`src/rtl/crc_pkg.sv`:
```
// Package: shared constants and types for the CRC generator/checker.
`timescale 1ns / 1ps
`default_nettype none
package crc_pkg;

  localparam int MAX_DEGREE_DEF = 32;
  localparam int QUEUE_DEPTH_DEF = 4;

  localparam int POLY_W = 32;
  localparam int DEGREE_W = 6;
  localparam int CFG_IDX_W = 2;
  localparam int CFG_DATA_W = 32;

  localparam logic [POLY_W-1:0] POLY_RESET = 32'h0000_1021;
  localparam logic [DEGREE_W-1:0] DEGREE_RESET = 6'd16;

  localparam logic [CFG_IDX_W-1:0] CFG_POLY = 2'd0;
  localparam logic [CFG_IDX_W-1:0] CFG_DEGREE = 2'd1;
  localparam logic [CFG_IDX_W-1:0] CFG_MODE = 2'd2;

  localparam logic MODE_GENERATE = 1'b0;
  localparam logic MODE_CHECK = 1'b1;

  typedef enum logic [1:0] {
    KIND_ECHO,
    KIND_GEN_LAST,
    KIND_CHECK
  } kind_t;

  typedef struct packed {
    kind_t kind;
    logic  bit_val;
    logic  ok;
  } cmd_t;

endpackage
`default_nettype wire

```
`src/rtl/crc_ifs.sv`:
```
// Interfaces: input bit channel and result channel.
`timescale 1ns / 1ps
`default_nettype none
interface crc_in_if;
  logic valid;
  logic ready;
  logic msg_bit;
  logic last_bit;
  modport source (output valid, msg_bit, last_bit, input ready);
  modport sink (input valid, msg_bit, last_bit, output ready);
endinterface

interface crc_out_if;
  logic valid;
  logic ready;
  logic out_bit;
  logic is_remainder;
  logic out_last;
  logic check_ok;
  modport source (output valid, out_bit, is_remainder, out_last, check_ok, input ready);
  modport sink (input valid, out_bit, is_remainder, out_last, check_ok, output ready);
endinterface
`default_nettype wire

```
`src/rtl/crc_front.sv`:
```
// Front end: config registers, one division step per accepted bit, command push.
`timescale 1ns / 1ps
`default_nettype none
module crc_front
  import crc_pkg::*;
#(
  parameter int MAX_DEGREE = MAX_DEGREE_DEF
) (
  input  wire logic                  clk,
  input  wire logic                  rst,
  input  wire logic                  cfg_we,
  input  wire logic [CFG_IDX_W-1:0]  cfg_index,
  input  wire logic [CFG_DATA_W-1:0] cfg_data,
  crc_in_if.sink                     bits_in,
  input  wire logic                  full,
  output logic                       push,
  output cmd_t                       push_cmd,
  output logic [MAX_DEGREE-1:0]      push_rem,
  output logic [MAX_DEGREE-1:0]      push_ptr
);

  logic [POLY_W-1:0]     poly_low;
  logic [DEGREE_W-1:0]   degree;
  logic                  mode;
  logic [MAX_DEGREE-1:0] remainder;

  logic [6:0]            deg_eff;
  logic [63:0]           poly_ext;
  logic [MAX_DEGREE-1:0] mask;
  logic [MAX_DEGREE-1:0] topsel;
  logic [MAX_DEGREE-1:0] gen;
  logic [MAX_DEGREE-1:0] rem_m;
  logic [MAX_DEGREE-1:0] rem_next;
  logic                  top;
  logic                  accept;

  always_ff @(posedge clk) begin
    if (rst) begin
      poly_low <= POLY_RESET;
      degree   <= DEGREE_RESET;
      mode     <= MODE_GENERATE;
    end else if (cfg_we) begin
      unique case (cfg_index)
        CFG_POLY:   poly_low <= cfg_data[POLY_W-1:0];
        CFG_DEGREE: degree   <= cfg_data[DEGREE_W-1:0];
        CFG_MODE:   mode     <= cfg_data[0];
        default:    ;
      endcase
    end
  end

  // clamp degree into 1..MAX_DEGREE
  assign deg_eff = (degree == '0) ? 7'd1 :
                   ({1'b0, degree} > 7'(MAX_DEGREE)) ? 7'(MAX_DEGREE) : {1'b0, degree};
  assign poly_ext = {32'b0, poly_low};

  always_comb begin
    for (int i = 0; i < MAX_DEGREE; i++) begin
      mask[i]   = (7'(i) < deg_eff);
      topsel[i] = (7'(i + 1) == deg_eff);
    end
  end

  assign gen   = poly_ext[MAX_DEGREE-1:0] & mask;
  assign rem_m = remainder & mask;
  assign top   = |(rem_m & topsel);

  always_comb begin
    if (mode == MODE_GENERATE) begin
      // augmented division: feedback is top bit xor incoming bit
      rem_next = ((rem_m << 1) & mask) ^ ((top ^ bits_in.msg_bit) ? gen : '0);
    end else begin
      rem_next = (((rem_m << 1) | MAX_DEGREE'(bits_in.msg_bit)) & mask) ^ (top ? gen : '0);
    end
  end

  assign bits_in.ready = !full;
  assign accept = bits_in.valid && !full;
  assign push = accept && ((mode == MODE_GENERATE) || bits_in.last_bit);

  always_comb begin
    push_cmd.kind    = (mode == MODE_CHECK) ? KIND_CHECK :
                       bits_in.last_bit ? KIND_GEN_LAST : KIND_ECHO;
    push_cmd.bit_val = bits_in.msg_bit;
    push_cmd.ok      = (rem_next == '0);
  end

  assign push_rem = rem_next;
  assign push_ptr = topsel;

  always_ff @(posedge clk) begin
    if (rst) begin
      remainder <= '0;
    end else if (accept) begin
      remainder <= bits_in.last_bit ? '0 : rem_next;
    end
  end

endmodule
`default_nettype wire

```
`src/rtl/crc_queue.sv`:
```
// Small FIFO of commands between front and back end.
`timescale 1ns / 1ps
`default_nettype none
module crc_queue #(
  parameter int W     = 8,
  parameter int DEPTH = 4
) (
  input  wire logic         clk,
  input  wire logic         rst,
  input  wire logic         push,
  input  wire logic [W-1:0] push_data,
  output logic              full,
  input  wire logic         pop,
  output logic [W-1:0]      pop_data,
  output logic              empty
);

  localparam int PW = (DEPTH > 1) ? $clog2(DEPTH) : 1;
  localparam int CW = $clog2(DEPTH + 1);

  logic [W-1:0]  entries [DEPTH];
  logic [PW-1:0] wr_ptr;
  logic [PW-1:0] rd_ptr;
  logic [CW-1:0] count;

  assign full     = (count == CW'(DEPTH));
  assign empty    = (count == '0);
  assign pop_data = entries[rd_ptr];

  always_ff @(posedge clk) begin
    if (push) begin
      entries[wr_ptr] <= push_data;
    end
  end

  always_ff @(posedge clk) begin
    if (rst) begin
      wr_ptr <= '0;
      rd_ptr <= '0;
      count  <= '0;
    end else begin
      if (push) begin
        wr_ptr <= (wr_ptr == PW'(DEPTH - 1)) ? '0 : wr_ptr + PW'(1);
      end
      if (pop) begin
        rd_ptr <= (rd_ptr == PW'(DEPTH - 1)) ? '0 : rd_ptr + PW'(1);
      end
      if (push && !pop) begin
        count <= count + CW'(1);
      end else if (pop && !push) begin
        count <= count - CW'(1);
      end
    end
  end

endmodule
`default_nettype wire

```
`src/rtl/crc_back.sv`:
```
// Back end: turns commands into result transactions, drains remainders MSB first.
`timescale 1ns / 1ps
`default_nettype none
module crc_back
  import crc_pkg::*;
#(
  parameter int MAX_DEGREE = MAX_DEGREE_DEF
) (
  input  wire logic                  clk,
  input  wire logic                  rst,
  input  wire logic                  empty,
  input  wire cmd_t                  cmd,
  input  wire logic [MAX_DEGREE-1:0] cmd_rem,
  input  wire logic [MAX_DEGREE-1:0] cmd_ptr,
  output logic                       pop,
  crc_out_if.source                  results
);

  logic                  draining;
  logic [MAX_DEGREE-1:0] rem;
  logic [MAX_DEGREE-1:0] ptr;

  logic slot_free;
  logic load;
  logic drain_step;
  logic start_drain;
  logic nxt_bit, nxt_rem, nxt_last, nxt_ok;

  assign slot_free = !results.valid || results.ready;

  always_comb begin
    pop         = 1'b0;
    load        = 1'b0;
    drain_step  = 1'b0;
    start_drain = 1'b0;
    nxt_bit     = 1'b0;
    nxt_rem     = 1'b0;
    nxt_last    = 1'b0;
    nxt_ok      = 1'b0;
    if (slot_free) begin
      if (draining) begin
        load       = 1'b1;
        drain_step = 1'b1;
        nxt_bit    = |(rem & ptr);
        nxt_rem    = 1'b1;
        nxt_last   = ptr[0];
      end else if (!empty) begin
        pop  = 1'b1;
        load = 1'b1;
        unique case (cmd.kind)
          KIND_ECHO: begin
            nxt_bit = cmd.bit_val;
          end
          KIND_GEN_LAST: begin
            nxt_bit     = cmd.bit_val;
            start_drain = 1'b1;
          end
          KIND_CHECK: begin
            nxt_last = 1'b1;
            nxt_ok   = cmd.ok;
          end
          default: ;
        endcase
      end
    end
  end

  always_ff @(posedge clk) begin
    if (rst) begin
      draining      <= 1'b0;
      results.valid <= 1'b0;
    end else begin
      if (start_drain) begin
        draining <= 1'b1;
      end else if (drain_step && ptr[0]) begin
        draining <= 1'b0;
      end
      if (load) begin
        results.valid <= 1'b1;
      end else if (results.ready) begin
        results.valid <= 1'b0;
      end
    end
  end

  always_ff @(posedge clk) begin
    if (start_drain) begin
      rem <= cmd_rem;
      ptr <= cmd_ptr;
    end else if (drain_step) begin
      ptr <= ptr >> 1;
    end
    if (load) begin
      results.out_bit      <= nxt_bit;
      results.is_remainder <= nxt_rem;
      results.out_last     <= nxt_last;
      results.check_ok     <= nxt_ok;
    end
  end

endmodule
`default_nettype wire

```
`src/rtl/crc_mod2_generate_check.sv`:
```
// Top level: bit-serial CRC generator/checker with configurable generator polynomial.
//
// Channels: bits_in carries msg_bit/last_bit (MSB first), results carries
// out_bit/is_remainder/out_last/check_ok; both are valid/ready, a transaction
// completes when valid and ready are high at a clock edge. Config is a write
// port (cfg_we, cfg_index, cfg_data): 0 poly_low, 1 degree, 2 mode; write only
// while idle.
// Throughput: one input bit per cycle while the queue has room. The front end does
// one division step per bit and pushes a command (in check mode only for the last
// bit) into a QUEUE_DEPTH-entry queue; the back end emits one result per cycle while
// the receiver is ready. In generate mode the last bit yields d+1 results (echo plus
// d remainder bits), so input stalls once the queue fills behind a remainder drain.
// Check mode emits one result per message. Results are registered after the queue.
// Reset: config returns to 0x1021 / degree 16 / generate, remainder and queue
// clear, no result valid. A stalled receiver holds the output register; the
// queue absorbs up to QUEUE_DEPTH commands before bits_in.ready drops.
`timescale 1ns / 1ps
`default_nettype none
module crc_mod2_generate_check
  import crc_pkg::*;
#(
  parameter int MAX_DEGREE  = MAX_DEGREE_DEF,
  parameter int QUEUE_DEPTH = QUEUE_DEPTH_DEF
) (
  input  wire logic                  clk,
  input  wire logic                  rst,
  input  wire logic                  cfg_we,
  input  wire logic [CFG_IDX_W-1:0]  cfg_index,
  input  wire logic [CFG_DATA_W-1:0] cfg_data,
  crc_in_if.sink                     bits_in,
  crc_out_if.source                  results
);

  localparam int QW = $bits(cmd_t) + 2 * MAX_DEGREE;

  logic                  q_push;
  logic                  q_pop;
  logic                  q_full;
  logic                  q_empty;
  cmd_t                  push_cmd;
  cmd_t                  pop_cmd;
  logic [MAX_DEGREE-1:0] push_rem;
  logic [MAX_DEGREE-1:0] push_ptr;
  logic [MAX_DEGREE-1:0] pop_rem;
  logic [MAX_DEGREE-1:0] pop_ptr;
  logic [QW-1:0]         pop_data;

  crc_front #(.MAX_DEGREE(MAX_DEGREE)) u_front (
    .clk      (clk),
    .rst      (rst),
    .cfg_we   (cfg_we),
    .cfg_index(cfg_index),
    .cfg_data (cfg_data),
    .bits_in  (bits_in),
    .full     (q_full),
    .push     (q_push),
    .push_cmd (push_cmd),
    .push_rem (push_rem),
    .push_ptr (push_ptr)
  );

  crc_queue #(.W(QW), .DEPTH(QUEUE_DEPTH)) u_queue (
    .clk      (clk),
    .rst      (rst),
    .push     (q_push),
    .push_data({push_cmd, push_rem, push_ptr}),
    .full     (q_full),
    .pop      (q_pop),
    .pop_data (pop_data),
    .empty    (q_empty)
  );

  assign {pop_cmd, pop_rem, pop_ptr} = pop_data;

  crc_back #(.MAX_DEGREE(MAX_DEGREE)) u_back (
    .clk    (clk),
    .rst    (rst),
    .empty  (q_empty),
    .cmd    (pop_cmd),
    .cmd_rem(pop_rem),
    .cmd_ptr(pop_ptr),
    .pop    (q_pop),
    .results(results)
  );

  // queue never written while full
  a_no_overflow: assert property (@(posedge clk) disable iff (rst) q_push |-> !q_full)
    else $error("command queue overflow");

  // queue never popped while empty
  a_no_underflow: assert property (@(posedge clk) disable iff (rst) q_pop |-> !q_empty)
    else $error("command queue underflow");

  // a check verdict always closes its message and is never a remainder bit
  a_check_shape: assert property (@(posedge clk) disable iff (rst)
    (results.valid && results.check_ok) |-> (results.out_last && !results.is_remainder))
    else $error("check verdict with wrong flags");

  // no result is offered right after reset
  a_reset_quiet: assert property (@(posedge clk) $past(rst) |-> !results.valid)
    else $error("result valid right after reset");

endmodule
`default_nettype wire

```
`src/flat_wrapper.sv`:
```
// flat-port wrapper written by rule: the top's interface ports become plain ports
module crc_mod2_generate_check_flat import crc_pkg::*;
#(
  parameter int MAX_DEGREE  = MAX_DEGREE_DEF,
  parameter int QUEUE_DEPTH = QUEUE_DEPTH_DEF
)
  (clk, rst, cfg_we, cfg_index, cfg_data, bits_in_valid, bits_in_msg_bit, bits_in_last_bit, bits_in_ready, results_valid, results_out_bit, results_is_remainder, results_out_last, results_check_ok, results_ready);
  crc_in_if bits_in_i ();
  crc_out_if results_i ();
  input  wire logic clk;
  input  wire logic rst;
  input  wire logic cfg_we;
  input  wire logic [CFG_IDX_W-1:0] cfg_index;
  input  wire logic [CFG_DATA_W-1:0] cfg_data;
  input wire logic [$bits(bits_in_i.valid)-1:0] bits_in_valid;
  input wire logic [$bits(bits_in_i.msg_bit)-1:0] bits_in_msg_bit;
  input wire logic [$bits(bits_in_i.last_bit)-1:0] bits_in_last_bit;
  output wire logic [$bits(bits_in_i.ready)-1:0] bits_in_ready;
  output wire logic [$bits(results_i.valid)-1:0] results_valid;
  output wire logic [$bits(results_i.out_bit)-1:0] results_out_bit;
  output wire logic [$bits(results_i.is_remainder)-1:0] results_is_remainder;
  output wire logic [$bits(results_i.out_last)-1:0] results_out_last;
  output wire logic [$bits(results_i.check_ok)-1:0] results_check_ok;
  input wire logic [$bits(results_i.ready)-1:0] results_ready;
  assign bits_in_i.valid = bits_in_valid;
  assign bits_in_i.msg_bit = bits_in_msg_bit;
  assign bits_in_i.last_bit = bits_in_last_bit;
  assign bits_in_ready = bits_in_i.ready;
  assign results_valid = results_i.valid;
  assign results_out_bit = results_i.out_bit;
  assign results_is_remainder = results_i.is_remainder;
  assign results_out_last = results_i.out_last;
  assign results_check_ok = results_i.check_ok;
  assign results_i.ready = results_ready;
  crc_mod2_generate_check #(.MAX_DEGREE(MAX_DEGREE), .QUEUE_DEPTH(QUEUE_DEPTH)) u_core (.clk(clk), .rst(rst), .cfg_we(cfg_we), .cfg_index(cfg_index), .cfg_data(cfg_data), .bits_in(bits_in_i), .results(results_i));
endmodule
```
`config.mk`:
```
export PLATFORM = sky130hd
export DESIGN_NAME = crc_mod2_generate_check_flat
export DESIGN_NICKNAME = d
export VERILOG_FILES = /design/src/rtl/crc_pkg.sv /design/src/rtl/crc_ifs.sv /design/src/rtl/crc_front.sv /design/src/rtl/crc_queue.sv /design/src/rtl/crc_back.sv /design/src/rtl/crc_mod2_generate_check.sv /design/src/flat_wrapper.sv
export SDC_FILE = /design/constraint.sdc
export NUM_CORES = 1
export LEC_CHECK = 0
export BUFFER_PORTS_ARGS = -buffer_cell sky130_fd_sc_hd__clkbuf_2
export CAP_MARGIN = 20
export CORE_UTILIZATION = 60
export CTS_BUF_LIST = sky130_fd_sc_hd__clkbuf_4
export DETAILED_ROUTE_END_ITERATION = 12
export GPL_ROUTABILITY_DRIVEN = 0
export HOLD_SLACK_MARGIN = 0.05
export PLACE_DENSITY = 0.76
export SLEW_MARGIN = 30
export SYNTH_ARGS = -nofsm -noshare
export SYNTH_HDL_FRONTEND = slang
export SYNTH_HIERARCHICAL = 1
export SYNTH_SLANG_ARGS = --single-unit
```
`constraint.sdc`:
```
create_clock -name clk -period 6.3 [get_ports clk]
set_clock_uncertainty 0.05 [all_clocks]
set_input_delay 1.26 -clock clk [delete_from_list [all_inputs] [get_ports clk]]
set_output_delay 1.26 -clock clk [all_outputs]
set_load 0.05 [all_outputs]
```
---- After elaboration in Yosys (flattened, before gate mapping) ----
Memory sizes are Yosys's and may differ from the RTL's. A register that Yosys moved wholly into a read port is not among the register bits.
Cells that the tools add are included.
word-level totals
  register bits ........................... 148
  bits in latches ......................... 0
  bits in writable memories ............... 272
  bits in read-only memories .............. 0
  input bits .............................. 41
  output and inout bits ................... 6
  word-level logic and storage cells ...... 171
  memories ................................ 1
operators by class
  add/sub/neg operators ................... 4
  multiply operators ...................... 0
  divide/modulo/power cells ............... 0
  order comparisons ....................... 33
  eq/ne operators ......................... 39
  shifts and indexed selects .............. 0
  multiplexer cells ....................... 39
  bitwise operators ....................... 13
  reductions and logical operators ........ 27
memory list
  name                    depth  bits a word  rd ports  clocked after memory_dff  wr ports  RTL line         source
  u_core.u_queue.entries  4      68           1         1                         1         crc_queue.sv:21  logic [W-1:0] entries [DEPTH];
operators by type and width
  kind                  count
  $and A32 B32 Y32      6
  $mux W32              6
  $eq A5 B6 Y1 const A  16
  $lt A5 B6 Y1 const A  16
  $reduce_or A32 Y1     2
  $xor A32 B32 Y32      2
  $eq A4 B6 Y1 const A  8
  $lt A4 B6 Y1 const A  8
  $logic_not A32 Y1     1
  $or A32 B1 Y32        1
  $eq A3 B6 Y1 const A  4
  $lt A3 B6 Y1 const A  4
  $mux W1               24
  $eq A2 B6 Y1 const A  2
  $lt A1 B6 Y1 const A  2
  $lt A2 B6 Y1 const A  2
  $mux W6               2
  $mux W2               5
  $eq A2 B2 Y1 const B  4
  $reduce_bool A2 Y1    4
  $eq A1 B6 Y1 const A  1
  $eq A6 B6 Y1 const A  1
  $gt A6 B6 Y1 const B  1
  $logic_not A6 Y1      1
  other kinds (16)      32

---- Longest topological paths before layout ----
Gate-level depths: netlist of run 1.
  depth after elaboration ................. 12
  mapped depth ............................ 15
  depth with buffers taken out ............ 10

---- By module ----
Netlist of run 1, hierarchy kept.
by module, submodules not included
  module     times used  cells each  area an instance (um2)  sequential area each (um2)
  crc_queue  1           400         10276.1                 8348.0
  crc_front  1           602         4309.1                  1421.4
  crc_back   1           146         2847.7                  2082.0

---- Worst setup path after synthesis of run 1 ----
Ideal clock, no wire load.
  path type ............................... input to register
  from .................................... in bits_in_valid
  to ...................................... mem u_core/u_queue/entries[0][0] (netlist name), enable pin
  setup time .............................. 0.433 ns
  arrival time ............................ 3.635 ns
  required time ........................... 5.817 ns
  slack ................................... 2.182 ns
  stages on the path ...................... 4
  buffers on the path ..................... 1
  cells stage by stage .................... nand2_1 > clkbuf_1 > a21oi_1 > and2_1
on the way
  longest elaborated chain between the ends .. 4
ends and longest elaborated chain
  what                           RTL line                       source
  start, declared                flat_wrapper.sv:15             input wire logic [$bits(bits_in_i.valid)-1:0] bits_in_valid;
  $logic_and A1 B1 Y1            crc_front.sv:78                assign accept = bits_in.valid && !full;
  $logic_and A1 B1 Y1            crc_front.sv:79                assign push = accept && ((mode == MODE_GENERATE) || bits_in.last_bit);
  net u_core.q_push              crc_mod2_generate_check.sv:36  logic q_push;
  $mux W1                        crc_queue.sv:31                if (push) begin
  $mux W1 (implied by the code)  crc_queue.sv:32                entries[wr_ptr] <= push_data;
  end, declared                  crc_queue.sv:21
The timed path passes the listed nets, and every way through them passes these cells.

==> flow_summary_export.csv, run 1 <==
group,metric,value,unit
logic_synthesis,synth-compound-area-share,0.0652,
route,drt_iter0_markers,1377,
timing,clock.fmax,0.196,GHz
logic_synthesis,synth_seq_area_share,0.680,
cells_and_area,num-nets-final,1294,
logic_synthesis,synthesis.nets,1196,
logic_synthesis,synth.avg_cell_area,15.2,µm²
cells_and_area,postLayoutCellArea,0.0193,mm²
worst_setup_path,worstReg2RegEnd,"u_core/u_queue/entries[1][64]",
clocking,cts_buffer_depth,3,
worst_hold_path,worst_hold_launch,"u_core/u_front/poly_low[31]",
logic_synthesis,synth_seq_cells,422,
timing,drv_slew,0,
timing,finalSetupTns,0,ns
cells_and_area,layout_commonest_cell,"edfxtp_1",
clocking,postCtsSetupBuffers,0,
timing,rsz0062_at_grt,"false",
route,post-route-drc-count,0,
clocking,cts_inserted_buffers,105,
clocking,cts_max_level,3,
clocking,clock_insertion_delay_worst_skew,0.74,ns
worst_hold_path,worst_hold_path_type,"reg -> reg",
floorplanning,floorplan.die.height,172,µm
worst_setup_path,worstPathMaxFanout,25,
timing,period_share,0.812,
logic_synthesis,synth-main-ff-cell,"edfxtp_1",
worst_setup_path,criticalPathCategory,"reg -> reg",
clocking,tritoncts,"yes",
worst_setup_path,crit_required,6.75,ns
place,placed_area,0.0179,mm²
route,route.final.wire_length,39300,µm
logic_synthesis,synth_area,0.0174,mm²
global_route,antenna_found_initial,1,
floorplanning,start_util,0.609,
worst_setup_path,end_kind,"flip-flop",
global_route,grt.met2_usage,0.421,
worst_setup_path,cpMostUsedCell,"nand4_1",
clocking,cts.reportedPaths.clkPinSlew,0.07,ns
route,wl_per_cell,23.0,µm
cells_and_area,nFillCells,1957,
global_route,grt.met1_usage,0.393,
clocking,holdBufCountCts,0,
worst_setup_path,arrival,5.56,ns
global_route,grt_util_all_layers,0.277,
route,detailedRoute.firstPassIterationCount,7,
global_route,grt_pass1_vias,10300,
place,detailedPlacementHpwl,25300,µm
run,number_of_violations_of_the_max_capacitance_limit,0,
floorplanning,core_area,0.0286,mm²
place,io_buffers,46,
timing,tightest_slew,0.905,ns
logic_synthesis,synth-async-reset-ratio,0,
global_route,overflow,0,
route,dr_total_vias,10700,
worst_setup_path,reg2regPathDepth,10,
worst_setup_path,worst-r2r-setup-slack,1.19,ns
run_status,status,"completed",
timing,minimum_clock_period_after_layout,5.11,ns
floorplanning,boundaryPins,47,
worst_setup_path,critPathSlowestCell,"dfxtp_1",
timing,finalHoldViolations,0,
logic_synthesis,number_of_standard_cells_after_synthesis,1148,
logic_synthesis,synthesis.yosys.warnings,6,
worst_hold_path,sink_of_the_worst_hold_path,"u_core/u_front/poly_low[31]",
worst_setup_path,path_cells,"nand2b_1, or3_1, nand4_1, or4_4, o21ai_2, and2_1, a311oi_1, nor4_1, nand4_1, nor4_2",
global_route,grt_start_max_net_pins,81,
clocking,resized_after_cts,0,
power_and_ir_drop,p_leak,6.74,nW
logic_synthesis,synth_edf_count,340,
logic_synthesis,synth_fa_ha_area_frac,0.00545,
timing,setup_violations,0,
logic_synthesis,yosys.area_share.xor_xnor,0.00352,
global_route,grt_pass1_wl,59800,µm
logic_synthesis,synth_top_family_by_area,"multiplexers",
floorplanning,fp.dieW,172,µm
logic_synthesis,synth.distinct_cells,68,
cells_and_area,drive_gt1_frac,0.279,
worst_setup_path,regToRegStartpoint,"u_core/u_front/degree[3]",
clocking,root_buffer,"clkbuf_4",
floorplanning,placement_rows,62,
global_route,global_route.peak_usage_layer,"met2",
cells_and_area,layout_common_cells,"edfxtp_1, clkbuf_4, nand2_1, nor2_1, dfxtp_1",
timing,maxSlewHeadroom,0.391,
route,drt.antenna.violating_nets,0,
power_and_ir_drop,power.ir.vdd_worst,0.000320,V
clocking,clkSinkCount,422,
logic_synthesis,post_synth_and_or_nand_nor_area_fraction,0.0912,
route,routed_via_count_divided_by_cell_count,6.24,
cells_and_area,synthToLayoutAreaGrowth,10.4,%
worst_hold_path,hold_path_depth,2,
floorplanning,total_die_area,0.0297,mm²
logic_synthesis,fraction_of_synthesized_area_in_multiplexers,0.126,
worst_setup_path,critPathMaxStageDelay,0.87,ns
worst_setup_path,setup_crit_start_kind,"flip-flop",
power_and_ir_drop,power.density,396,mW/mm²
global_route,use_met3,0.0439,
## synthesized netlist by cell type, types with 4 or more instances
cell type    n  area, µm²
a21oi_1     55        275
a22oi_1     50        375
a311o_1      9       90.1
a31o_2       7       61.3
a31oi_1      7       43.8
and2_1       9       56.3
and3_1      14       87.6
buf_2       17       85.1
buf_4        7       52.6
buf_6        6       67.6
clkbuf_1    35        131
dfxtp_1     82       1640
edfxtp_1   340      10200
ha_1         6       75.1
inv_1       27        101
mux2_2       8       90.1
mux2_4      28        420
mux2i_1     15        150
mux4_2      68       1530
nand2_1    105        394
nand2b_1     8       50.1
nand3b_1     6       45.0
nand4_1     25        156
nor2_1     104        390
nor2b_1      8       50.1
nor3_1       8       40.0
nor3b_1      5       37.5
nor4_1       6       37.5
o21ai_0     19       95.1
or2_2        4       25.0
xnor2_1      5       43.8
## worst max-delay path, delay by kind of cell, from the launching register on
kind | cells | cell delay (ns)
simple gates | 8 | 2.93
compound gates | 2 | 1.02
flops | 1 | 0.87
## registers in the layout, summed over array words and instances, names as in the netlist, named ones only
name,flops
u_core/u_queue/entries,272
u_core/u_back/ptr,32
u_core/u_back/rem,32
u_core/u_front/poly_low,32
u_core/u_front/remainder,32
u_core/u_front/degree,6
u_core/u_queue/count,3
u_core/u_queue/rd_ptr,2
u_core/u_queue/wr_ptr,2
u_core/u_back/draining,1
u_core/u_back/results.check_ok,1
u_core/u_back/results.is_remainder,1
u_core/u_back/results.out_bit,1
u_core/u_back/results.out_last,1
u_core/u_back/results.valid,1
u_core/u_front/mode,1
## worst max path at each step
stage                                  start                             to  slack (ns)
CTS                 u_core/u_front/degree[5]  u_core/u_queue/entries[1][64]        1.11
global route        u_core/u_front/degree[3]  u_core/u_queue/entries[1][64]        0.92
floorplan                      bits_in_valid   u_core/u_queue/entries[0][0]        2.18
detailed placement  u_core/u_front/degree[5]  u_core/u_queue/entries[3][64]        1.19
finish              u_core/u_front/degree[3]  u_core/u_queue/entries[1][64]        1.19
global placement    u_core/u_front/degree[5]  u_core/u_queue/entries[1][64]        1.38
## per-layer routing
metal	wire, µm	part of all wire
met5	0	0
met1	15900	0.40
met3	3390	0.086
met4	1690	0.043
met2	18300	0.47
## cell families after synthesis
group           count (synthesis)
flops                         422
simple gates                  326
compound gates                170
mux                           119
buf+inv                        97
xor+xnor                        7
fa+ha+maj                       7
## cell type report
class | instances | area [µm²] | share of cell area
inverter | 27 | 101 | 0.00526
timing repair buffer | 61 | 368 | 0.0191
antenna | 1 | 2.50 | 0.000130
tap | 384 | 480 | 0.0250
clock buffer | 162 | 1220 | 0.0632
clock inverter | 24 | 130 | 0.00676
sequential | 422 | 11900 | 0.616
multi-input combinational | 629 | 5100 | 0.265
## report_power, final
part	switching (mW)	internal [mW]	leakage (nW)
sequential	0.265	3.51	3.82
clock	1.04	1.21	0.825
combinational	0.856	0.755	2.10
total	2.16	5.47	6.74
## through the flow
| step | power, mW | cells | setup WS (ns) | hold WS (ns) | util |
|---|---|---|---|---|---|
| CTS | 7.70 | 1709 | 1.11 | 0.421 | 0.672 |
| global route | 7.97 | 1710 | 0.918 | 0.434 | 0.673 |
| detailed placement | 5.46 | 1523 | 1.19 | 0.412 | 0.625 |
| floorplan | 5.02 | 1148 | 2.18 | 0.379 | - |
| finish | 7.63 | 1710 | 1.19 | 0.417 | 0.673 |
| global placement | 5.42 | 1523 | 1.38 | 0.390 | 0.625 |
No activity file was read; power rests on OpenSTA's default activity.
==> run 2, diff against run 1 <==
--- a/config.mk
+++ b/config.mk
@@ -7,12 +7,12 @@
 export LEC_CHECK = 0
 export BUFFER_PORTS_ARGS = -buffer_cell sky130_fd_sc_hd__clkbuf_2
 export CAP_MARGIN = 20
-export CORE_UTILIZATION = 60
+export CORE_UTILIZATION = 58
 export CTS_BUF_LIST = sky130_fd_sc_hd__clkbuf_4
 export DETAILED_ROUTE_END_ITERATION = 12
 export GPL_ROUTABILITY_DRIVEN = 0
 export HOLD_SLACK_MARGIN = 0.05
-export PLACE_DENSITY = 0.76
+export PLACE_DENSITY = 0.77
 export SLEW_MARGIN = 30
 export SYNTH_ARGS = -nofsm -noshare
 export SYNTH_HDL_FRONTEND = slang
==> constraint.sdc (replaced) <==
create_clock -name clk -period 4.4 [get_ports clk]
set_clock_uncertainty 0.05 [all_clocks]
set_input_delay 0.88 -clock clk [delete_from_list [all_inputs] [get_ports clk]]
set_output_delay 0.88 -clock clk [all_outputs]
set_load 0.05 [all_outputs]
==> flow_summary_export.csv, run 2 (synthesized netlist as in run 1, its figures left out) <==
group,metric,value,unit
route,detailedRoute.firstPassIterationCount,6,
worst_setup_path,worstPathMaxFanout,21,
route,route.final.wire_length,39100,µm
floorplanning,total_die_area,0.0308,mm²
run,number_of_violations_of_the_max_capacitance_limit,0,
worst_hold_path,hold_path_depth,3,
global_route,grt_util_all_layers,0.263,
floorplanning,core_area,0.0296,mm²
worst_setup_path,worst-r2r-setup-slack,0.12,ns
cells_and_area,num-nets-final,1316,
global_route,antenna_found_initial,1,
timing,clock.fmax,0.234,GHz
floorplanning,boundaryPins,47,
floorplanning,floorplan.die.height,175,µm
clocking,cts_inserted_buffers,98,
clocking,root_buffer,"clkbuf_4",
global_route,grt_pass1_vias,10500,
place,io_buffers,46,
run_status,status,"completed",
route,routed_via_count_divided_by_cell_count,6.18,
worst_setup_path,end_kind,"flip-flop",
cells_and_area,synthToLayoutAreaGrowth,12.4,%
cells_and_area,layout_commonest_cell,"edfxtp_1",
route,drt_iter0_markers,1248,
route,wl_per_cell,22.5,µm
worst_hold_path,worst_hold_launch,"cfg_data[26]",
power_and_ir_drop,power.ir.vdd_worst,0.000329,V
floorplanning,placement_rows,63,
worst_setup_path,critPathSlowestCell,"or4_4",
route,post-route-drc-count,0,
cells_and_area,drive_gt1_frac,0.287,
timing,period_share,0.973,
route,dr_total_vias,10700,
timing,minimum_clock_period_after_layout,4.28,ns
clocking,cts.reportedPaths.clkPinSlew,0.07,ns
timing,setup_violations,0,
global_route,grt_start_max_net_pins,64,
cells_and_area,ff_latch_area,0.0119,mm²
cells_and_area,layout_common_cells,"edfxtp_1, clkbuf_4, nand2_1, nor2_1, dfxtp_1",
worst_setup_path,criticalPathCategory,"reg -> reg",
floorplanning,start_util,0.588,
clocking,resized_after_cts,0,
global_route,grt_pass1_wl,60200,µm
worst_setup_path,arrival,4.71,ns
clocking,cts_buffer_depth,3,
clocking,cts_max_level,3,
clocking,holdBufCountCts,0,
worst_setup_path,regToRegStartpoint,"u_core/u_front/degree[3]",
clocking,tritoncts,"yes",
worst_setup_path,critPathMaxStageDelay,0.58,ns
timing,finalHoldViolations,0,
timing,finalSetupTns,0,ns
worst_setup_path,crit_required,4.82,ns
cells_and_area,multi_input_comb_area,0.00511,mm²
place,detailedPlacementHpwl,25700,µm
clocking,postCtsSetupBuffers,0,
worst_hold_path,sink_of_the_worst_hold_path,"u_core/u_front/poly_low[26]",
worst_setup_path,setup_crit_start_kind,"flip-flop",
worst_setup_path,reg2regPathDepth,11,
power_and_ir_drop,p_leak,6.89,nW
route,drt.antenna.violating_nets,0,
cells_and_area,flip_flop_count_of_the_largest_register_after_layout,272,
cells_and_area,registers.top_by_ff_count,"u_core/u_queue/entries",
clocking,clkSinkCount,422,
cells_and_area,final_util,0.661,
timing,rsz0062_at_grt,"false",
clocking,clock_insertion_delay_worst_skew,0.75,ns
global_route,overflow,0,
cells_and_area,nFillCells,2110,
worst_hold_path,worst_hold_path_type,"in -> reg",
power_and_ir_drop,power.density,566,mW/mm²
timing,tightest_slew,0.996,ns
worst_setup_path,worstReg2RegEnd,"u_core/u_queue/entries[0][64]",
timing,maxSlewHeadroom,0.329,
floorplanning,fp.dieW,175,µm
timing,drv_slew,0,
worst_setup_path,path_cells,"and2_1, a22oi_1, o221ai_1, or4_4, or3_4, buf_4, and3_1, mux2_2, nor4_1, nand4_1, nor4_4",
## run 2: changes by cell type in the layout (fill, tap and decap cells not counted), sizes merged
cell / change
clkinv: +2
bufinv: +4
inv: -3
clkinvlp: +1
buf: +29
clkbuf: -11
## run 2: worst max-delay path by stage
stage | cells past startpoint | endpoint | startpoint
finish | 11 | u_core/u_queue/entries[0][64] | u_core/u_front/degree[3]
global route | 11 | u_core/u_queue/entries[3][64] | u_core/u_front/degree[3]
CTS | 11 | u_core/u_queue/entries[0][64] | u_core/u_front/degree[0]
detailed placement | 11 | u_core/u_queue/entries[1][64] | u_core/u_front/degree[0]
global placement | 11 | u_core/u_queue/entries[0][64] | u_core/u_front/degree[0]
floorplan | 12 | u_core/u_queue/entries[0][64] | u_core/u_front/degree[2]
## run 2: routing by layer
layer  track usage  part of all wire  vias up
li1              -                 -     4746
met1         0.362              0.40     5293
met2         0.410              0.48      596
met3        0.0517             0.087      104
met4         0.117             0.038        0
met5             0                 0        -
## run 2: critical path, delay by kind of cell (launching register included)
kind | cells | cell delay (ns)
AOI/OAI and AO/OA | 2 | 0.41
buffers and inverters | 1 | 0.22
DFF | 1 | 0.40
muxes | 1 | 0.32
and+or+nand+nor | 7 | 2.64
## run 2: final cells by class
class                      instances  area share
antenna                            1    0.000128
multi-input combinational        629       0.261
clock inverter                    28      0.0126
inverter                          27     0.00517
sequential                       422       0.605
tap                              390      0.0249
clock buffer                     151      0.0578
timing repair buffer              90      0.0332
## run 2: report_power, final
part	leakage (nW)	switching, mW	internal [mW]
Clock	0.808	1.47	1.86
Sequential	3.82	0.356	5.02
Combinational	2.26	1.25	1.14
Total	6.89	3.08	8.02
## run 2: per-stage QoR
stage               cell area (µm²)  setup slack, ns  instances  power (mW)  hold WS, ns
detailed placement            18200            0.114       1557        7.83        0.408
finish                        19600            0.118       1738        11.1        0.298
floorplan                     17400            0.651       1148        7.18        0.379
global placement              18100            0.322       1556        7.75        0.391
global route                  19600          0.00710       1738        11.6        0.271
CTS                           19500           0.0658       1736        11.2        0.248
